===== config.mk =====
export PLATFORM = sky130hd
export DESIGN_NAME = vpst_cell
export DESIGN_NICKNAME = d
export VERILOG_FILES = /design/src/versioned_page_staging_table_core_defines.svh /design/src/vpst_pkg.sv /design/src/vpst_cell.sv
export SDC_FILE = /design/constraint.sdc
export NUM_CORES = 1
export LEC_CHECK = 0
export ABC_AREA = 0
export ABC_CLOCK_PERIOD_IN_PS = 4400
export BUFFER_PORTS_ARGS = -buffer_cell sky130_fd_sc_hd__buf_4
export CAP_MARGIN = 0
export CORE_AREA = 2 2 354 356
export DETAILED_ROUTE_END_ITERATION = 10
export DIE_AREA = 0 0 356 358
export PLACE_DENSITY_LB_ADDON = 0.15
export SYNTH_ARGS = -nofsm -noshare
export SYNTH_HDL_FRONTEND = slang
export SYNTH_SLANG_ARGS = --single-unit

===== constraint.sdc =====
create_clock -name clock -period 4.4 [get_ports clock]
set_clock_uncertainty 0.15 [all_clocks]
set_input_delay 0.88 -clock clock [delete_from_list [all_inputs] [get_ports clock]]
set_output_delay 0.88 -clock clock [all_outputs]
set_load 0.02 [all_outputs]

===== src/versioned_page_staging_table_core_defines.svh =====
// Assertion macros shared by the staging table RTL.
`ifndef VERSIONED_PAGE_STAGING_TABLE_CORE_DEFINES_SVH
`define VERSIONED_PAGE_STAGING_TABLE_CORE_DEFINES_SVH
// Same-cycle implication, checked outside reset.
`define VPST_ASSERT_NOW(name, clk, rst, ante, cons) \
   name: assert property (@(posedge clk) disable iff (rst) (ante) |-> (cons)) \
      else $error("vpst check failed");
// Next-cycle implication, checked outside reset.
`define VPST_ASSERT_NEXT(name, clk, rst, ante, cons) \
   name: assert property (@(posedge clk) disable iff (rst) (ante) |=> (cons)) \
      else $error("vpst check failed");
`endif


===== src/vpst_pkg.sv =====
// Package with the shared types and codes of the staging table.
`timescale 1ns / 1ps
package vpst_pkg;
   localparam logic [1:0] KIND_PUT    = 2'd0;
   localparam logic [1:0] KIND_LOOKUP = 2'd1;
   localparam logic [1:0] KIND_CLEAR  = 2'd2;

   localparam logic STATUS_DONE     = 1'b0;
   localparam logic STATUS_REJECTED = 1'b1;

   localparam logic [8:0] THRESHOLD_RESET = 9'd256;

   typedef struct packed {
      logic [31:0] timeline;
      logic [31:0] space_id;
      logic [31:0] database_id;
      logic [31:0] relation_number;
      logic [3:0]  fork_number;
      logic [7:0]  key_class;
      logic [31:0] block_number;
   } key_type;

   typedef struct packed {
      key_type     key;
      logic [63:0] lsn;
      logic [63:0] seq;
   } record_type;

   // Best-so-far of a lookup as it travels down the chain.
   typedef struct packed {
      logic        valid;
      logic        have;
      logic [63:0] lsn;
      logic [63:0] seq;
   } token_type;
endpackage


===== src/vpst_cell.sv =====
// One slot of the table: holds an entry and updates the passing lookup token.
`timescale 1ns / 1ps
module vpst_cell #(
   parameter int IDX_W = 8,
   parameter int CNT_W = 9
) (
   input  logic                clock,
   input  logic                reset,
   input  logic [IDX_W-1:0]    my_index,
   input  logic                write_en,
   input  vpst_pkg::record_type write_rec,
   input  vpst_pkg::record_type query,
   input  logic [CNT_W-1:0]    count,
   input  vpst_pkg::token_type tok_in,
   input  logic [IDX_W-1:0]    slot_in,
   output vpst_pkg::token_type tok_out,
   output logic [IDX_W-1:0]    slot_out
);
   vpst_pkg::record_type entry_ff;
   vpst_pkg::token_type  tok_ff, tok_in_next;
   logic [IDX_W-1:0]     slot_ff, slot_in_next;
   logic                 live, visible, better;

   always_comb begin
      live = (CNT_W'(my_index) < count) && (entry_ff.key == query.key);
      visible = (entry_ff.lsn < query.lsn) ||
                ((entry_ff.lsn == query.lsn) &&
                 ((query.seq == 64'd0) || (entry_ff.seq == 64'd0) ||
                  (entry_ff.seq <= query.seq)));
      better = !tok_in.have || (entry_ff.lsn > tok_in.lsn) ||
               ((entry_ff.lsn == tok_in.lsn) && (entry_ff.seq >= tok_in.seq));
      tok_in_next  = tok_in;
      slot_in_next = slot_in;
      if (tok_in.valid && live && visible && better) begin
         tok_in_next.have = 1'b1;
         tok_in_next.lsn  = entry_ff.lsn;
         tok_in_next.seq  = entry_ff.seq;
         slot_in_next     = my_index;
      end
   end

   always_ff @(posedge clock) begin
      if (write_en) begin
         entry_ff <= write_rec;
      end
      if (reset) begin
         tok_ff <= '0;
      end else begin
         tok_ff <= tok_in_next;
      end
      slot_ff <= slot_in_next;
   end

   assign tok_out  = tok_ff;
   assign slot_out = slot_ff;
endmodule

==> summary.md <==
| Metric | Value |
|---|---|
| Crit-path leading delay family | `buffers and inverters` |
| Global route total overflow | `0` |
| Syn nets | `3236` |
| Layout cells sized above 1 | `0.327` |
| Critical path fanouts, max | `20` |
| DIE HEIGHT | `about 360 um` |
| Post-route ant nets | `0` |
| Class of the most critical setup path | `reg -> reg` |
| Initial Util | `0.197` |
| Status | `completed` |
| FF/Latch Area | `11800 um^2` |
| Slowest CP cell | `nor4_4` |
| Top-area cell type share of the netlist area | `0.371` |
| Setup crit end kind | `flop` |
| IO Count | `896` |
| Number of global-route vias before repair | `21540` |
| Yosys reg bits | `between 400 and 500` |
| DR pass1 iterations | `5` |
| Met3 Resource Use GR | `0.0564` |
| Largest net degree at the start of global routing | `around 130` |
| Crit path buf inv count | `5` |
| Post-detail-place hpwl | `slightly below 100 mm` |
| Synth area leaders | `edfxtp_1, ha_1, dfxtp_1` |
| Gate count of the mapped netlist | `approximately 2200` |
| Worst R2R Setup Slack | `roughly 0.37 ns` |
| Final nets | `4222` |
| Most common cell after layout, fill and taps aside | `buf_4` |
| Critical Path RT | `4.85 ns` |
| Fin cells | `a little under 5000` |
| CTS Sinks | `438` |
| Vias per inst | `4.11` |
| Crit path launch | `entry_ff[126]` |
| Area leader, netlist | `edfxtp_1` |
| Worst r2r dst | `tok_out[122]` |
| Final Cycle Share | `0.916` |
| First-pass GRT wire length | `156 mm` |
| Count of unique library cells instantiated by Yosys | `56` |
| Worst-Skew Late Latency | `0.68 ns` |
| CP max stage delay | `between 0.4 and 0.5 ns` |
| Multi-input gate area | `between 10000 and 15000 um^2` |
| Final Critical Period | `slightly above 4 ns` |
| Synth warn | `0` |
| CTS tree | `yes` |
| PwrDens | `about 340 nW/um^2` |
| Hold/Removal Path Class | `in -> reg` |
| WP depth | `14` |
| Post-Route WL | `116 mm` |
| Gr usage total | `0.175` |
| Max-slew violation count | `0` |
| Row cnt | `129` |
| Final setup TNS | `0 ns` |
| Initial antenna violation count | `37` |
| H-tree depth | `2` |
| Seq/Total Area, Yosys | `0.484` |
| Max-cap violation count | `0` |
| Worst Setup EP | `tok_out[122]` |
| Worst flop-to-flop path startpoint | `entry_ff[126]` |
| Post-synth EDFFs | `300` |
| Filler cells | `13145` |
| Most frequent cells in the layout | `buf_4, inv_1, nand2b_1` |
| Port buffer count | `between 800 and 900` |
| Final hold vios | `0` |
| GPL Wtd Cong | `slightly below 0.9` |
| FFs w/ async S/R, synth | `0` |
| Maximum vdd drop | `around 0.23 mV` |
| DRT iter0 DRCs | `1027` |
| Worst-Margin Slew | `about 0.98 ns` |
| Total leakage power | `15.8 nW` |
| Chip Width | `about 360 um` |
| Root Buffer | `clkbuf_16` |
| Cts hold-fix bufs | `0` |
| DRC | `0` |
| Clk slew on worst S/H paths | `approximately 0.060 ns` |
| Syn-to-layout area delta | `46.3%` |
| CP Launch Type | `flop` |
| Most frequent CP cell | `buf_4` |
| Clk buf depth | `3` |
| WL/cell | `around 24 um` |
| Worst rel slew slack | `0.344` |
| Critical path cell sequence | `buf_4 > ha_1 > nand4_1 > nor4_4 > buf_4 > nand4_1 > buf_4 > a211oi_1 > nand2_1 > o32a_1 > a211oi_4 > buf_12 > buf_4 > mux2i_1` |
| GR Layer Usage met2 | `0.322` |
| Syn Area/Cell | `about 11 um^2` |
| Met1 usage | `0.188` |
| Main synth FF type | `edfxtp_1` |
| Mapped Area | `roughly 24000 um^2` |
| Fmax | `about 0.25 GHz` |
| Area of the core | `approximately 120000 um^2` |
| Placed insts | `between 4000 and 5000` |
| Setup Viol. Count Final | `0` |
| DR vias | `slightly above 20000` |
| RSZ-0062 raised after global routing | `no` |
| Grt peak-use layer | `met2` |
| Die ar. | `approximately 130000 um^2` |
| Crit path DAT | `~4.5 ns` |
| TritonCTS Buffers | `58` |
| Worst R2R Path Depth | `14` |
Yosys cell counts (all sizes together) (2+ instances only):
cell,count
a2111o,18
a2111oi,5
a211o,2
a211oi,11
a21boi,3
a21o,19
a21oi,100
a221o,4
a221oi,10
a22o,4
a22oi,2
a31oi,2
and4,4
buf,15
clkbuf,28
dfxtp,138
edfxtp,300
ha,263
inv,322
mux2,8
mux2i,128
nand2,72
nand2b,320
nand3,27
nand4,75
nor2,24
nor2b,57
nor3,13
nor3b,2
nor4,68
o2111ai,21
o211ai,5
o21a,2
o21ai,37
o21bai,2
o221ai,4
o22ai,10
or4,4
xnor2,51
xor2,24
worst min-delay path by stage:
| stage | start | end | slack [ns] | cells after the start |
|---|---|---|---|---|
| after floorplan | entry_ff[64] | tok_out[64] | 0.37 | 2 |
| after global placement | entry_ff[64] | tok_out[64] | 0.43 | 2 |
| after detailed placement | entry_ff[64] | tok_out[64] | 0.44 | 2 |
| after CTS | write_rec[53] | entry_ff[53] | 0.15 | 1 |
| after global routing | write_rec[52] | entry_ff[52] | 0.18 | 1 |
| final | write_rec[229] | entry_ff[229] | 0.22 | 1 |
routing by layer:
layer  up-vias  routed length, um
met4        32               2790
met3       150               8990
li1       9853                  -
met2       623              60900
met1      9489              42800
met5         -                200
sequential cells by signal, summed over array words and instances (netlist names):
name	count
entry_ff	300
tok_out	130
slot_out	8
kinds of logic after synthesis:
group / share of synthesized area
buf+inv: 0.0598
flops: 0.484
fa+ha+maj: 0.135
xor+xnor: 0.0270
compound gates: 0.0748
mux: 0.0564
simple gates: 0.162
worst register-to-register path, delay by kind of cell (launching register included):
family,cells,cell delay [ns]
AND/OR/NAND/NOR,4,0.93
adder cells (fa/ha/maj),1,0.31
flip-flops,1,0.35
multiplexers,1,0.19
AO/OA/AOI/OAI,3,0.94
buffers and inverters,5,1.09
where the power goes:
group	switching, W	internal, W
Clock	0.00205	0.00291
Combinational	0.00101	0.00104
Sequential	0.000227	0.00473
through the flow:
step | cell area, um^2 | util | total power [W] | hold slack (ns) | setup WS, ns
after global routing | 35600 | 0.288 | 0.0125 | 0.180 | 0.0322
after detailed placement | 33500 | 0.272 | 0.00712 | 0.441 | -0.344
after CTS | 35500 | 0.288 | 0.0122 | 0.153 | 0.00944
after floorplan | 24300 | - | 0.00584 | 0.365 | 0.700
final | 35600 | 0.288 | 0.0120 | 0.222 | 0.369
after global placement | 33500 | 0.272 | 0.00712 | 0.435 | -0.349
cell type report:
| cell class | count | area share |
|---|---|---|
| flip-flops and latches | 438 | 0.331 |
| multi-input cells | 1412 | 0.312 |
| repair buffers | 969 | 0.209 |
| well taps | 1637 | 0.0576 |
| clock buffers | 85 | 0.0468 |
| inverters | 322 | 0.0340 |
| clock inverters | 23 | 0.00841 |
| diodes | 13 | 0.000915 |
timing repair:
item,in CTS,in global routing
pin swaps,0,3
gates resized for setup,1,0
setup buffers,2,5
endpoints found under the setup margin,45,124
(Power assumes the default switching activity.)
